--- config.mk ---
export PLATFORM = sky130hd
export DESIGN_NAME = ata_pio_command_issuer_core_flat
export DESIGN_NICKNAME = d
export VERILOG_FILES = /design/src/api_pkg.sv /design/src/api_if.sv /design/src/api_addr.sv /design/src/api_form.sv /design/src/api_emit.sv /design/src/ata_pio_command_issuer_core.sv /design/src/flat_wrapper.sv
export SDC_FILE = /design/constraint.sdc
export NUM_CORES = 1
export LEC_CHECK = 0
export BUFFER_PORTS_ARGS = -buffer_cell sky130_fd_sc_hd__buf_2
export CAP_MARGIN = 20
export CORE_ASPECT_RATIO = 1.25
export CORE_MARGIN = 2
export CORE_UTILIZATION = 50
export CTS_BUF_LIST = sky130_fd_sc_hd__clkbuf_8
export CTS_CLUSTER_SIZE = 25
export DETAILED_ROUTE_END_ITERATION = 10
export GPL_ROUTABILITY_DRIVEN = 0
export PLACE_DENSITY = 0.69
export SKIP_LAST_GASP = 1
export SYNTH_ARGS = -nofsm -noshare
export SYNTH_HDL_FRONTEND = slang
export SYNTH_HIERARCHICAL = 1
export SYNTH_SLANG_ARGS = --single-unit
--- constraint.sdc ---
create_clock -name i_clk -period 7.7 [get_ports i_clk]
set_input_delay 1.54 -clock i_clk [delete_from_list [all_inputs] [get_ports i_clk]]
set_output_delay 1.54 -clock i_clk [all_outputs]
set_load 0.02 [all_outputs]
--- src/api_pkg.sv ---
// shared types, constants and register codes for the ata pio command issuer
// no dependencies; compiled first
`default_nettype none

package api_pkg;

    localparam int LBA_W      = 48;
    localparam int CNT_W      = 16;
    localparam int SHIFT_W    = 4;
    localparam int ALIGN_W    = 14;
    localparam int LOW_W      = 28;
    localparam int HIGH_W     = 48;
    localparam int SUM_W      = 50;
    localparam int CFG_IDX_W  = 3;
    localparam int CFG_DATA_W = 48;
    localparam int OFF_W      = 3;
    localparam int VAL_W      = 8;
    localparam int STATUS_W   = 2;
    localparam int STEP_W     = 4;

    typedef enum logic [STATUS_W-1:0] {
        ST_ISSUED     = 2'd0,
        ST_NO_DRIVE   = 2'd1,
        ST_ZERO_COUNT = 2'd2,
        ST_RANGE      = 2'd3
    } t_status;

    localparam logic [CFG_IDX_W-1:0] CFG_DRIVE_PRESENT = 3'd0;
    localparam logic [CFG_IDX_W-1:0] CFG_SLAVE_SELECT  = 3'd1;
    localparam logic [CFG_IDX_W-1:0] CFG_SECTOR_SHIFT  = 3'd2;
    localparam logic [CFG_IDX_W-1:0] CFG_ALIGN_OFFSET  = 3'd3;
    localparam logic [CFG_IDX_W-1:0] CFG_LOW_LIMIT     = 3'd4;
    localparam logic [CFG_IDX_W-1:0] CFG_HIGH_LIMIT    = 3'd5;
    localparam logic [CFG_IDX_W-1:0] CFG_EXT_SUPPORTED = 3'd6;

    localparam logic [OFF_W-1:0] OFF_NONE     = 3'd0;
    localparam logic [OFF_W-1:0] OFF_COUNT    = 3'd2;
    localparam logic [OFF_W-1:0] OFF_LBA_LOW  = 3'd3;
    localparam logic [OFF_W-1:0] OFF_LBA_MID  = 3'd4;
    localparam logic [OFF_W-1:0] OFF_LBA_HIGH = 3'd5;
    localparam logic [OFF_W-1:0] OFF_DRIVE    = 3'd6;
    localparam logic [OFF_W-1:0] OFF_CMD      = 3'd7;

    localparam logic [VAL_W-1:0] CMD_READ28   = 8'h20;
    localparam logic [VAL_W-1:0] CMD_WRITE28  = 8'h30;
    localparam logic [VAL_W-1:0] CMD_READ48   = 8'h24;
    localparam logic [VAL_W-1:0] CMD_WRITE48  = 8'h34;
    localparam logic [VAL_W-1:0] DRIVE_LBA28  = 8'hE0;
    localparam logic [VAL_W-1:0] DRIVE_LBA48  = 8'h40;

    localparam logic [CNT_W-1:0] MAX_COUNT28 = 16'd256;

    localparam logic [STEP_W-1:0] RES_ERR = 4'd1;
    localparam logic [STEP_W-1:0] RES_28  = 4'd6;
    localparam logic [STEP_W-1:0] RES_48  = 4'd10;

    typedef struct packed {
        logic                drive_present;
        logic                slave_select;
        logic [SHIFT_W-1:0]  sector_shift;
        logic [ALIGN_W-1:0]  align_offset;
        logic [LOW_W-1:0]    low_limit;
        logic [HIGH_W-1:0]   high_limit;
        logic                ext_supported;
    } t_cfg;

    typedef struct packed {
        logic               wr;
        logic               zero;
        logic [SUM_W-1:0]   s_start;
        logic [SUM_W-1:0]   s_fin;
    } t_sums;

    typedef struct packed {
        logic               wr;
        logic               zero;
        logic [LBA_W-1:0]   start;
        logic [SUM_W-1:0]   fin;
    } t_addr;

    typedef struct packed {
        t_status            status;
        logic               ext;
        logic               wr;
        logic               sel;
        logic [LBA_W-1:0]   start;
        logic [CNT_W-1:0]   pc;
    } t_job;

endpackage

`default_nettype wire

--- src/api_if.sv ---
// valid/ready channel interfaces: request, result and config write
// depends on api_pkg for field widths
`default_nettype none

interface api_req_if;
    logic                        valid;
    logic                        ready;
    logic                        command;
    logic [api_pkg::LBA_W-1:0]   lba;
    logic [api_pkg::CNT_W-1:0]   blk_count;

    modport source (output valid, command, lba, blk_count, input ready);
    modport sink   (input valid, command, lba, blk_count, output ready);
endinterface

interface api_res_if;
    logic                          valid;
    logic                          ready;
    logic [api_pkg::OFF_W-1:0]     port_offset;
    logic [api_pkg::VAL_W-1:0]     port_value;
    logic [api_pkg::STATUS_W-1:0]  status;
    logic                          last;

    modport source (output valid, port_offset, port_value, status, last, input ready);
    modport sink   (input valid, port_offset, port_value, status, last, output ready);
endinterface

interface api_cfg_if;
    logic                            valid;
    logic                            ready;
    logic [api_pkg::CFG_IDX_W-1:0]   index;
    logic [api_pkg::CFG_DATA_W-1:0]  data;

    modport source (output valid, index, data, input ready);
    modport sink   (input valid, index, data, output ready);
endinterface

`default_nettype wire

--- src/api_addr.sv ---
// address stages: aligned sums, then shift to physical start and end sectors
// depends on api_pkg
`default_nettype none

module api_addr (
    input  wire logic                        i_clk,
    input  wire logic                        i_rst_n,
    input  wire logic                        i_valid,
    output logic                             o_ready,
    input  wire logic                        i_command,
    input  wire logic [api_pkg::LBA_W-1:0]   i_lba,
    input  wire logic [api_pkg::CNT_W-1:0]   i_count,
    input  wire api_pkg::t_cfg               i_cfg,
    output logic                             o_valid,
    input  wire logic                        i_ready,
    output api_pkg::t_addr                   o_addr
);
    import api_pkg::*;

    logic  r_s1_valid;
    t_sums r_s1;
    t_sums n_s1;
    logic  r_s2_valid;
    t_addr r_s2;
    t_addr n_s2;
    logic  s1_ready;
    logic  s2_ready;

    assign s2_ready = !r_s2_valid || i_ready;
    assign s1_ready = !r_s1_valid || s2_ready;

    always_comb begin
        n_s1.wr      = i_command;
        n_s1.zero    = (i_count == '0);
        n_s1.s_start = {{(SUM_W-LBA_W){1'b0}}, i_lba} + SUM_W'(i_cfg.align_offset);
        n_s1.s_fin   = n_s1.s_start + SUM_W'(i_count);
    end

    always_comb begin
        n_s2.wr    = r_s1.wr;
        n_s2.zero  = r_s1.zero;
        n_s2.start = LBA_W'(r_s1.s_start >> i_cfg.sector_shift);
        n_s2.fin   = r_s1.s_fin >> i_cfg.sector_shift;
    end

    always_ff @(posedge i_clk) begin
        if (!i_rst_n) begin
            r_s1_valid <= 1'b0;
            r_s2_valid <= 1'b0;
        end else begin
            if (s1_ready) begin
                r_s1_valid <= i_valid;
            end
            if (s2_ready) begin
                r_s2_valid <= r_s1_valid;
            end
        end
    end

    always_ff @(posedge i_clk) begin
        if (s1_ready && i_valid) begin
            r_s1 <= n_s1;
        end
        if (s2_ready && r_s1_valid) begin
            r_s2 <= n_s2;
        end
    end

    assign o_ready = s1_ready;
    assign o_valid = r_s2_valid;
    assign o_addr  = r_s2;

endmodule

`default_nettype wire

--- src/api_form.sv ---
// form selection: physical count, lba28/lba48 choice and error status
// depends on api_pkg
`default_nettype none

module api_form (
    input  wire logic             i_clk,
    input  wire logic             i_rst_n,
    input  wire logic             i_valid,
    output logic                  o_ready,
    input  wire api_pkg::t_addr   i_addr,
    input  wire api_pkg::t_cfg    i_cfg,
    output logic                  o_valid,
    input  wire logic             i_ready,
    output api_pkg::t_job         o_job
);
    import api_pkg::*;

    logic             r_valid;
    t_job             r_job;
    t_job             n_job;
    logic [CNT_W-1:0] pc;
    logic             fits28;
    logic             range_err;

    assign o_ready = !r_valid || i_ready;

    always_comb begin
        pc        = i_addr.fin[CNT_W-1:0] - i_addr.start[CNT_W-1:0] + CNT_W'(1);
        fits28    = (i_addr.fin <= SUM_W'(i_cfg.low_limit)) && (pc <= MAX_COUNT28);
        range_err = (i_addr.fin > SUM_W'(i_cfg.high_limit)) && !i_cfg.ext_supported;
        n_job.wr    = i_addr.wr;
        n_job.sel   = i_cfg.slave_select;
        n_job.start = i_addr.start;
        n_job.pc    = pc;
        n_job.ext   = 1'b0;
        if (!i_cfg.drive_present) begin
            n_job.status = ST_NO_DRIVE;
        end else if (i_addr.zero) begin
            n_job.status = ST_ZERO_COUNT;
        end else if (fits28) begin
            n_job.status = ST_ISSUED;
        end else if (range_err) begin
            n_job.status = ST_RANGE;
        end else begin
            n_job.status = ST_ISSUED;
            n_job.ext    = 1'b1;
        end
    end

    always_ff @(posedge i_clk) begin
        if (!i_rst_n) begin
            r_valid <= 1'b0;
        end else if (o_ready) begin
            r_valid <= i_valid;
        end
    end

    always_ff @(posedge i_clk) begin
        if (o_ready && i_valid) begin
            r_job <= n_job;
        end
    end

    assign o_valid = r_valid;
    assign o_job   = r_job;

endmodule

`default_nettype wire

--- src/api_emit.sv ---
// write sequencer: steps through the task-file writes of one job into an output register
// depends on api_pkg
`default_nettype none

module api_emit (
    input  wire logic                          i_clk,
    input  wire logic                          i_rst_n,
    input  wire logic                          i_valid,
    output logic                               o_ready,
    input  wire api_pkg::t_job                 i_job,
    output logic                               o_valid,
    input  wire logic                          i_ready,
    output logic [api_pkg::OFF_W-1:0]          o_port_offset,
    output logic [api_pkg::VAL_W-1:0]          o_port_value,
    output logic [api_pkg::STATUS_W-1:0]       o_status,
    output logic                               o_last
);
    import api_pkg::*;

    logic              r_busy;
    logic [STEP_W-1:0] r_k;
    t_job              r_job;
    logic              r_out_valid;
    logic [OFF_W-1:0]  r_out_offset;
    logic [VAL_W-1:0]  r_out_value;
    t_status           r_out_status;
    logic              r_out_last;

    logic [STEP_W-1:0] n_res;
    logic              cur_last;
    logic [OFF_W-1:0]  cur_offset;
    logic [VAL_W-1:0]  cur_value;
    logic              out_load;
    logic              job_take;

    always_comb begin
        if (r_job.status != ST_ISSUED) begin
            n_res = RES_ERR;
        end else if (r_job.ext) begin
            n_res = RES_48;
        end else begin
            n_res = RES_28;
        end
    end

    assign cur_last = (r_k == n_res - STEP_W'(1));
    assign out_load = r_busy && (!r_out_valid || i_ready);
    assign job_take = !r_busy || (out_load && cur_last);

    always_comb begin
        cur_offset = OFF_NONE;
        cur_value  = '0;
        if (r_job.status != ST_ISSUED) begin
            cur_offset = OFF_NONE;
            cur_value  = '0;
        end else if (!r_job.ext) begin
            case (r_k)
                4'd0: begin
                    cur_offset = OFF_DRIVE;
                    cur_value  = DRIVE_LBA28 | {3'b000, r_job.sel, r_job.start[27:24]};
                end
                4'd1: begin
                    cur_offset = OFF_LBA_LOW;
                    cur_value  = r_job.start[7:0];
                end
                4'd2: begin
                    cur_offset = OFF_LBA_MID;
                    cur_value  = r_job.start[15:8];
                end
                4'd3: begin
                    cur_offset = OFF_LBA_HIGH;
                    cur_value  = r_job.start[23:16];
                end
                4'd4: begin
                    cur_offset = OFF_COUNT;
                    cur_value  = r_job.pc[7:0];
                end
                default: begin
                    cur_offset = OFF_CMD;
                    cur_value  = r_job.wr ? CMD_WRITE28 : CMD_READ28;
                end
            endcase
        end else begin
            case (r_k)
                4'd0: begin
                    cur_offset = OFF_DRIVE;
                    cur_value  = DRIVE_LBA48 | {3'b000, r_job.sel, 4'b0000};
                end
                4'd1: begin
                    cur_offset = OFF_COUNT;
                    cur_value  = r_job.pc[15:8];
                end
                4'd2: begin
                    cur_offset = OFF_LBA_LOW;
                    cur_value  = r_job.start[31:24];
                end
                4'd3: begin
                    cur_offset = OFF_LBA_MID;
                    cur_value  = r_job.start[39:32];
                end
                4'd4: begin
                    cur_offset = OFF_LBA_HIGH;
                    cur_value  = r_job.start[47:40];
                end
                4'd5: begin
                    cur_offset = OFF_COUNT;
                    cur_value  = r_job.pc[7:0];
                end
                4'd6: begin
                    cur_offset = OFF_LBA_LOW;
                    cur_value  = r_job.start[7:0];
                end
                4'd7: begin
                    cur_offset = OFF_LBA_MID;
                    cur_value  = r_job.start[15:8];
                end
                4'd8: begin
                    cur_offset = OFF_LBA_HIGH;
                    cur_value  = r_job.start[23:16];
                end
                default: begin
                    cur_offset = OFF_CMD;
                    cur_value  = r_job.wr ? CMD_WRITE48 : CMD_READ48;
                end
            endcase
        end
    end

    always_ff @(posedge i_clk) begin
        if (!i_rst_n) begin
            r_busy      <= 1'b0;
            r_k         <= '0;
            r_out_valid <= 1'b0;
        end else begin
            if (job_take) begin
                r_busy <= i_valid;
                r_k    <= '0;
            end else if (out_load) begin
                r_k <= r_k + STEP_W'(1);
            end
            if (out_load) begin
                r_out_valid <= 1'b1;
            end else if (i_ready) begin
                r_out_valid <= 1'b0;
            end
        end
    end

    always_ff @(posedge i_clk) begin
        if (job_take && i_valid) begin
            r_job <= i_job;
        end
        if (out_load) begin
            r_out_offset <= cur_offset;
            r_out_value  <= cur_value;
            r_out_status <= r_job.status;
            r_out_last   <= cur_last;
        end
    end

    assign o_ready       = job_take;
    assign o_valid       = r_out_valid;
    assign o_port_offset = r_out_offset;
    assign o_port_value  = r_out_value;
    assign o_status      = r_out_status;
    assign o_last        = r_out_last;

    // error results are single items
    a_err_last: assert property (@(posedge i_clk) disable iff (!i_rst_n)
        r_out_valid && (r_out_status != ST_ISSUED) |-> r_out_last)
        else $error("error result without last");

    // the command byte closes every issued request
    a_cmd_last: assert property (@(posedge i_clk) disable iff (!i_rst_n)
        r_out_valid && (r_out_offset == OFF_CMD) |-> r_out_last)
        else $error("command byte not marked last");

    // a new job replaces the current one only as its final write goes out
    a_take_busy: assert property (@(posedge i_clk) disable iff (!i_rst_n)
        r_busy && job_take |-> out_load && cur_last)
        else $error("job replaced before its final write");

    // the step counter advances by one per emitted write
    a_step: assert property (@(posedge i_clk) disable iff (!i_rst_n)
        r_busy && out_load && !cur_last |=> r_busy && (r_k == $past(r_k) + STEP_W'(1)))
        else $error("step counter skipped");

endmodule

`default_nettype wire

--- src/ata_pio_command_issuer_core.sv ---
// ata pio command issuer: turns a read/write sector request into task-file register writes
// channels: request (i_req, sink), result (o_res, source), config write (i_cfg, sink)
// depends on api_pkg, api_if, api_addr, api_form, api_emit
//
// a request carries command, lba and blk_count; it is mapped to physical start and
// end sectors and emitted as an lba28 run of six writes, an lba48 run of ten writes, or
// a single error item (no drive, zero count, out of range). last marks the final item.
// after a request is accepted it passes the sum register, shift register, job register,
// sequencer job register and output register before the first result item is valid.
// throughput: one result item per cycle while the receiver is ready; the sequencer
// holds one job at a time, so a request occupies the result channel for its 1, 6 or 10 items.
// up to three further requests are taken into the address and job stages meanwhile.
// a stalled receiver holds the output register; back pressure fills the stages and then
// drops i_req.ready. config writes are always accepted (i_cfg.ready is high) and must
// only happen while the block is idle. unknown register indexes are ignored.
// reset clears all config registers to zero and empties every stage.
`default_nettype none

module ata_pio_command_issuer_core (
    input  wire logic  i_clk,
    input  wire logic  i_rst_n,
    api_req_if.sink    i_req,
    api_res_if.source  o_res,
    api_cfg_if.sink    i_cfg
);
    import api_pkg::*;

    t_cfg  r_cfg;
    logic  addr_valid;
    logic  addr_ready;
    t_addr addr;
    logic  job_valid;
    logic  job_ready;
    t_job  job;

    assign i_cfg.ready = 1'b1;

    always_ff @(posedge i_clk) begin
        if (!i_rst_n) begin
            r_cfg <= '0;
        end else if (i_cfg.valid) begin
            case (i_cfg.index)
                CFG_DRIVE_PRESENT: r_cfg.drive_present <= i_cfg.data[0];
                CFG_SLAVE_SELECT:  r_cfg.slave_select  <= i_cfg.data[0];
                CFG_SECTOR_SHIFT:  r_cfg.sector_shift  <= i_cfg.data[SHIFT_W-1:0];
                CFG_ALIGN_OFFSET:  r_cfg.align_offset  <= i_cfg.data[ALIGN_W-1:0];
                CFG_LOW_LIMIT:     r_cfg.low_limit     <= i_cfg.data[LOW_W-1:0];
                CFG_HIGH_LIMIT:    r_cfg.high_limit    <= i_cfg.data[HIGH_W-1:0];
                CFG_EXT_SUPPORTED: r_cfg.ext_supported <= i_cfg.data[0];
                default: begin
                end
            endcase
        end
    end

    api_addr u_addr (
        .i_clk     (i_clk),
        .i_rst_n   (i_rst_n),
        .i_valid   (i_req.valid),
        .o_ready   (i_req.ready),
        .i_command (i_req.command),
        .i_lba     (i_req.lba),
        .i_count   (i_req.blk_count),
        .i_cfg     (r_cfg),
        .o_valid   (addr_valid),
        .i_ready   (addr_ready),
        .o_addr    (addr)
    );

    api_form u_form (
        .i_clk   (i_clk),
        .i_rst_n (i_rst_n),
        .i_valid (addr_valid),
        .o_ready (addr_ready),
        .i_addr  (addr),
        .i_cfg   (r_cfg),
        .o_valid (job_valid),
        .i_ready (job_ready),
        .o_job   (job)
    );

    api_emit u_emit (
        .i_clk         (i_clk),
        .i_rst_n       (i_rst_n),
        .i_valid       (job_valid),
        .o_ready       (job_ready),
        .i_job         (job),
        .o_valid       (o_res.valid),
        .i_ready       (o_res.ready),
        .o_port_offset (o_res.port_offset),
        .o_port_value  (o_res.port_value),
        .o_status      (o_res.status),
        .o_last        (o_res.last)
    );

endmodule

`default_nettype wire
--- src/flat_wrapper.sv ---
// flat-port wrapper written by rule: the top's interface ports become plain ports
module ata_pio_command_issuer_core_flat import api_pkg::*;
  (i_clk, i_rst_n, i_req_valid, i_req_command, i_req_lba, i_req_blk_count, i_req_ready, o_res_valid, o_res_port_offset, o_res_port_value, o_res_status, o_res_last, o_res_ready, i_cfg_valid, i_cfg_index, i_cfg_data, i_cfg_ready);
  api_req_if i_req_i ();
  api_res_if o_res_i ();
  api_cfg_if i_cfg_i ();
  input  wire logic i_clk;
  input  wire logic i_rst_n;
  input wire logic [$bits(i_req_i.valid)-1:0] i_req_valid;
  input wire logic [$bits(i_req_i.command)-1:0] i_req_command;
  input wire logic [$bits(i_req_i.lba)-1:0] i_req_lba;
  input wire logic [$bits(i_req_i.blk_count)-1:0] i_req_blk_count;
  output wire logic [$bits(i_req_i.ready)-1:0] i_req_ready;
  output wire logic [$bits(o_res_i.valid)-1:0] o_res_valid;
  output wire logic [$bits(o_res_i.port_offset)-1:0] o_res_port_offset;
  output wire logic [$bits(o_res_i.port_value)-1:0] o_res_port_value;
  output wire logic [$bits(o_res_i.status)-1:0] o_res_status;
  output wire logic [$bits(o_res_i.last)-1:0] o_res_last;
  input wire logic [$bits(o_res_i.ready)-1:0] o_res_ready;
  input wire logic [$bits(i_cfg_i.valid)-1:0] i_cfg_valid;
  input wire logic [$bits(i_cfg_i.index)-1:0] i_cfg_index;
  input wire logic [$bits(i_cfg_i.data)-1:0] i_cfg_data;
  output wire logic [$bits(i_cfg_i.ready)-1:0] i_cfg_ready;
  assign i_req_i.valid = i_req_valid;
  assign i_req_i.command = i_req_command;
  assign i_req_i.lba = i_req_lba;
  assign i_req_i.blk_count = i_req_blk_count;
  assign i_req_ready = i_req_i.ready;
  assign o_res_valid = o_res_i.valid;
  assign o_res_port_offset = o_res_i.port_offset;
  assign o_res_port_value = o_res_i.port_value;
  assign o_res_status = o_res_i.status;
  assign o_res_last = o_res_i.last;
  assign o_res_i.ready = o_res_ready;
  assign i_cfg_i.valid = i_cfg_valid;
  assign i_cfg_i.index = i_cfg_index;
  assign i_cfg_i.data = i_cfg_data;
  assign i_cfg_ready = i_cfg_i.ready;
  ata_pio_command_issuer_core u_core (.i_clk(i_clk), .i_rst_n(i_rst_n), .i_req(i_req_i), .o_res(o_res_i), .i_cfg(i_cfg_i));
endmodule
; Word level (Yosys, flattened, before mapping)
; Index checks and enable logic that the tools add are counted.
[word_totals]
ff_bits = 460
in_bits = 121
output_inout_bits = 17
elab_cells = 118
[classes]
addsub = 6
order_cmp = 3
eq_ne = 15
shifts = 2
muxes = 16
bitwise_logic = 2
reduce_logical = 37
[op_table]
columns = operator, count
row1 = $pmux 8 s9, 1
row2 = $add 49x16->50, 1
row3 = $gt 50x48->1, 1
row4 = $le 50x28->1, 1
row5 = $shr 50x4->48, 1
row6 = $shr 50x4->50, 1
row7 = $add 48x14->49, 1
row8 = $pmux 8 s5, 1
row9 = $pmux 3 s5, 2
row10 = $add 16x1->16 const B, 1
row11 = $eq 4x3->1 const B, 4
row12 = $le 16x9->1 const B, 1
row13 = $logic_not 16->1, 1
row14 = $sub 16x16->16, 1
row15 = $reduce_and 2->1, 7
row16 = $mux 5, 2
row17 = $reduce_or 2->1, 5
row18 = $eq 3x3->1 const B, 3
row19 = $eq 4x2->1 const B, 2
row20 = $logic_and 1x1->1, 8
row21 = $mux 4, 2
row22 = $mux 8, 1
row23 = $eq 3x2->1 const B, 2
row24 = $logic_not 1->1, 6
row25 = 15 further kinds, 25

; Longest topological paths before layout
[depth]
word_depth = 10
mapped_depth = 19
depth_no_buf = 18

; Modules after synthesis
; Netlist, hierarchy kept.
[modules_own_cells]
columns = mod, instances, cells_each, area_each_um2, seq_area_each_um2
row1 = api_addr, 1, 1135, 13593.0, 6075.8
row2 = api_form, 1, 484, 5114.9, 2092.0
row3 = api_emit, 1, 299, 3922.5, 2612.5
row4 = ata_pio_command_issuer_core, 1, 374, 3692.3, 1941.9

; Worst setup path before layout
; OpenSTA, ideal clock, no wires.
[synth_path]
path_kind = input-to-reg
from = input port o_res_ready
to = register u_core.u_addr.r_s2 (netlist bit u_core/u_addr/o_addr[0]) (enable)
setup_ps = 572
arrival_ps = 6515
required_ps = 7128
slack_ps = 613
path_stages = 6
path_buffers = 0
cell_sequence = nand2b_1 -> nand2_1 -> o21ai_1 -> nand2b_1 -> nor2b_1 -> nor2b_1
[synth_via]
elab_chain_cells = 7
[synth_rtl]
columns = item, line_no
row1 = from (decl), flat_wrapper.sv:19  ; input wire logic [$bits(o_res_i.ready)-1:0] o_res_ready;
row2 = $logic_or 1x1->1, api_emit.sv:47  ; assign out_load = r_busy && (!r_out_valid || i_ready);
row3 = $logic_and 1x1->1, api_emit.sv:47
row4 = $logic_and 1x1->1, api_emit.sv:48  ; assign job_take = !r_busy || (out_load && cur_last);
row5 = $logic_or 1x1->1, api_emit.sv:48
row6 = named net u_core.job_ready, ata_pio_command_issuer_core.sv:33  ; logic job_ready;
row7 = $logic_or 1x1->1, api_form.sv:25  ; assign o_ready = !r_valid || i_ready;
row8 = named net u_core.addr_ready, ata_pio_command_issuer_core.sv:30  ; logic addr_ready;
row9 = $logic_or 1x1->1, api_addr.sv:29  ; assign s2_ready = !r_s2_valid || i_ready;
row10 = $logic_and 1x1->1, api_addr.sv:64  ; if (s2_ready && r_s1_valid) begin
row11 = to (signal assigned), api_addr.sv:65  ; r_s2 <= n_s2;
row12 = to (decl), api_addr.sv:24  ; t_addr r_s2;
; The timed path passes the listed nets, and every way through them passes these cells.
; A chain may end at the register's enable or synchronous reset.

==> metrics <==
post-synthesis async set-or-reset flop share=0%; Finished Layout Cells=3128; detailed-routing iteration count for the pre-antenna-repair pass=6; power dissipated by switching net loads=1.526 mW; routed wire length=67350 um; worst slew margin relative to its limit=28.88%; Detailed Place HPWL=51310 um; Die Height=260.5 um; sequential area share after synthesis=48.33%; vias per inst=6.036; total leakage power=10.80 nW; synthesis-stage register bit count=459; number of DRC violations after detailed-routing iteration 0=1606; total track usage=24.65%; class of the worst hold path=flip-flop to flip-flop; FMAX=0.1688 GHz; Post-Synth Simple-Gate Area=11.59%; count of cells resized by post-cts repair=0; chain of cells forming the critical path=buf_2 > ha_1 > inv_1 > fa_1 > and2b_1 > o2111ai_2 > a21oi_1 > nor2_1 > xnor2_1 > ha_1 > and4_1 > o211ai_1 > o221ai_1 > and2_1 > a221o_1 > and4_1 > nand4_2 > or4_4 > xnor2_1; Core Box Area=0.05234 mm^2; Post-synth EDFFs=353; largest net degree at the start of global routing=93; clock latency of the later-clocked register in the worst-skew pair=0.63 ns; most used flip-flop cell after synthesis=edfxtp_1; final worst path period need=5.922 ns; Critical Path Source Type=primary input; count of antenna-violating nets left after detailed routing=0; parity-gate share of the synthesized area counting xor and xnor cells=3.090%; share of power burned in registers=49.7%; global-route wire length before repair=104500 um; family of cells with the greatest summed delay on the critical path=simple AND/OR/NAND/NOR gates; die outline width=209.2 um; maximum number of buffers from clock root to sink=3; Worst Tran Pin Value=1.067 ns; cell count after placement=2994; final slew viol count=0; remaining global-route overflow=0; row cnt=94; initial core utilization=50.29%; post-synth cell types=99; total power per unit cell area=203.0 mW/mm^2; Setup Fix Bufs, Post-CTS=0; area growth from synthesis to layout=9.996%; worst clock skew on the final layout=0.02876 ns; number of I/O pins=138; average wire per cell in the routed design=21.53 um; Sink Count=459; Port Buffers=136; final clock period utilization by the worst path=76.92%; fraction of synthesized area in multiplexers=14.94%; Critical Path Slowest Stage Cell=or4_4; detailed-route via count=18882; syn avg cell area=11.48 um^2; RSZ-0062 raised after global routing=no; Root Buffer Master=clkbuf_8; Compound-Gate Fraction of Synth Area=11.00%; # Max-Cap Violations=0; Final Util=55.32%; netlist area before placement=0.02632 mm^2; clock tree from TritonCTS=done; outcome=completed; number of setup violations in the final report=0; vias in the first global route=18644; detailed-route DRC error count=0; layout cells sized above 1=16.17%; buffers and inverters on the worst path=2; Worst Setup End Kind=flip-flop; setup total negative slack=0 ns; most common cell after layout, fill and taps aside=edfxtp_1; Syn Inst Count=2292; area of the die=0.05451 mm^2; internal power=4.351 mW; Sw Ratio=25.97%; deepest level of the CTS H-tree=3; number of nets in the final layout=2662; Clk pwr share=36.7%; Worst EP required=8.08 ns; number of antenna violations at the first check in global routing=1; Comb power frac=13.6%; largest family of logic cells by synthesized area=multiplexers; synthesized-area fraction occupied by adder cells=6.978%; Net Count, Synth=2558; TritonCTS Buffers=72; count of endpoints failing hold in the final timing report=0; highest-count cells in the layout ignoring fill and taps=edfxtp_1, nand2_1, mux2i_1; arrival time reported for the critical path endpoint=6.30 ns; worst vdd ir=0.09721 mV; maximum fanout along the worst path=8; post-cts hold buffer count=0; register clock-pin slew on the reported worst setup and hold paths=0.06 ns; Setup CP Type=primary input to flip-flop; yosys warns=6; Largest stage delay, worst path=0.63 ns
-- through the flow --
step                      total power [mW]  cell area [um^2]  setup slack, ns  hold WS [ns]
after floorplan                      3.489             26320           0.6132        0.4003
after global placement               3.724             27430            1.322        0.4034
after detailed placement             3.752             27430            1.225        0.4045
after CTS                            5.912             28950            1.864        0.4074
after global routing                 6.114             28950            1.655        0.4194
final                                5.877             28950            1.778        0.3984
-- cells in the mapped netlist, types with 5 or more instances --
master    count  area [um^2]
nand4_1      34        212.7
ha_1        142         1777
buf_4         9        67.56
mux4_2       88         1982
xnor2_1      62        543.0
inv_1       130        488.0
mux2i_1     186         1862
o31ai_1       6        45.04
o22ai_1      12        75.07
nand3_1      41        205.2
nor2_1      110        412.9
a21o_1       28        210.2
and2_1       28        175.2
o21ai_0      60        300.3
a31oi_1      19        118.9
a21oi_1     142        710.7
buf_1        16        60.06
nor3_1       17        85.08
nand2_1     258        968.4
mux2_2        8        90.09
buf_6         6        67.56
a311oi_1      5        43.79
a22oi_1      27        202.7
o211ai_1     11        82.58
and3_1       21        131.4
or2_2         6        37.54
nand2b_1     11        68.82
o21bai_1      6        45.04
dfxtp_1     106         2122
buf_2        24        120.1
nor4_1       19        118.9
a222oi_1      6        60.06
o21a_1       12        90.09
xor2_1       29        254.0
clkbuf_1     65        244.0
nor2b_1      14        87.58
or4_1         7        52.55
a211oi_1     36        270.3
a21boi_0      6        45.04
edfxtp_1    353        10600
or3_1         9        56.30
and4_1       14        122.6
-- registers in the layout (all words and copies together) (netlist names) --
signal,count
u_core/u_emit/o_port_value,8
u_core/u_form/o_job,69
u_core/u_addr/o_addr,100
u_core/u_emit/o_status,2
u_core/u_emit/r_job,69
u_core/u_addr/o_valid,1
u_core/u_emit/o_port_offset,3
u_core/u_emit/r_k,4
u_core/r_cfg,97
u_core/u_emit/o_last,1
u_core/u_emit/r_busy,1
u_core/u_addr/r_s1_valid,1
u_core/u_addr/r_s1,99
u_core/u_form/o_valid,1
u_core/u_addr/n_s2,2
u_core/u_emit/o_valid,1
-- worst reg2reg max path: cells and delay by family (launching register included) --
family                   cells  cell delay [ns]
buffers and inverters        1             0.07
XOR/XNOR                     2             0.31
AO/OA/AOI/OAI                5             1.25
flip-flops                   1             0.37
adder cells (fa/ha/maj)      3             1.00
AND/OR/NAND/NOR              7             2.07
-- area by class of cell --
| cell class | count | area (um^2) |
|---|---|---|
| multi-input combinational | 1579 | 12560 |
| clock buffer | 76 | 1046 |
| clock inverter | 57 | 479.2 |
| fill | 4405 | 23380 |
| tap | 672 | 840.8 |
| timing repair buffer | 151 | 795.8 |
| sequential | 459 | 12730 |
| antenna | 1 | 2.502 |
| inverter | 133 | 499.2 |
-- final timing paths --
check                              start                      to  slack [ns]  cells after the start
hold / removal    u_core/u_form/o_job[0]  u_core/u_emit/r_job[0]        0.40                      0
hold reg to reg   u_core/u_form/o_job[0]  u_core/u_emit/r_job[0]        0.40                      0
setup reg to reg        u_core/r_cfg[77]  u_core/u_addr/r_s1[44]        2.39                     18
setup / recovery            i_req_lba[0]  u_core/u_addr/r_s1[44]        1.78                     19
-- power by group through the flow --
stage	Clock, mW	Combinational [mW]	Sequential (mW)
detailed placement	0	0.780	2.97
finish	2.16	0.798	2.92
global placement	0	0.757	2.97
CTS	2.21	0.786	2.92
global route	2.31	0.871	2.93
floorplan	0	0.566	2.92
-- metal layers --
metal	GRT usage, %	up-vias	routed length (um)
met5	0	-	0
met3	2.984	150	3559
met1	29.98	9146	26950
li1	-	8859	-
met4	11.25	0	2911
met2	43.96	727	33930
-- logic make-up (layout without fill, tap and decap cells) --
kind of cell	Yosys count	count (layout)
and+or+nand+nor	621	621
DFF	459	459
AOI/OAI and AO/OA	437	437
muxes	282	282
buffers and inverters	254	417
adders and majority gates	145	145
xor gates and xnor gates	92	92
other	2	3
(Power assumes the default switching activity.)
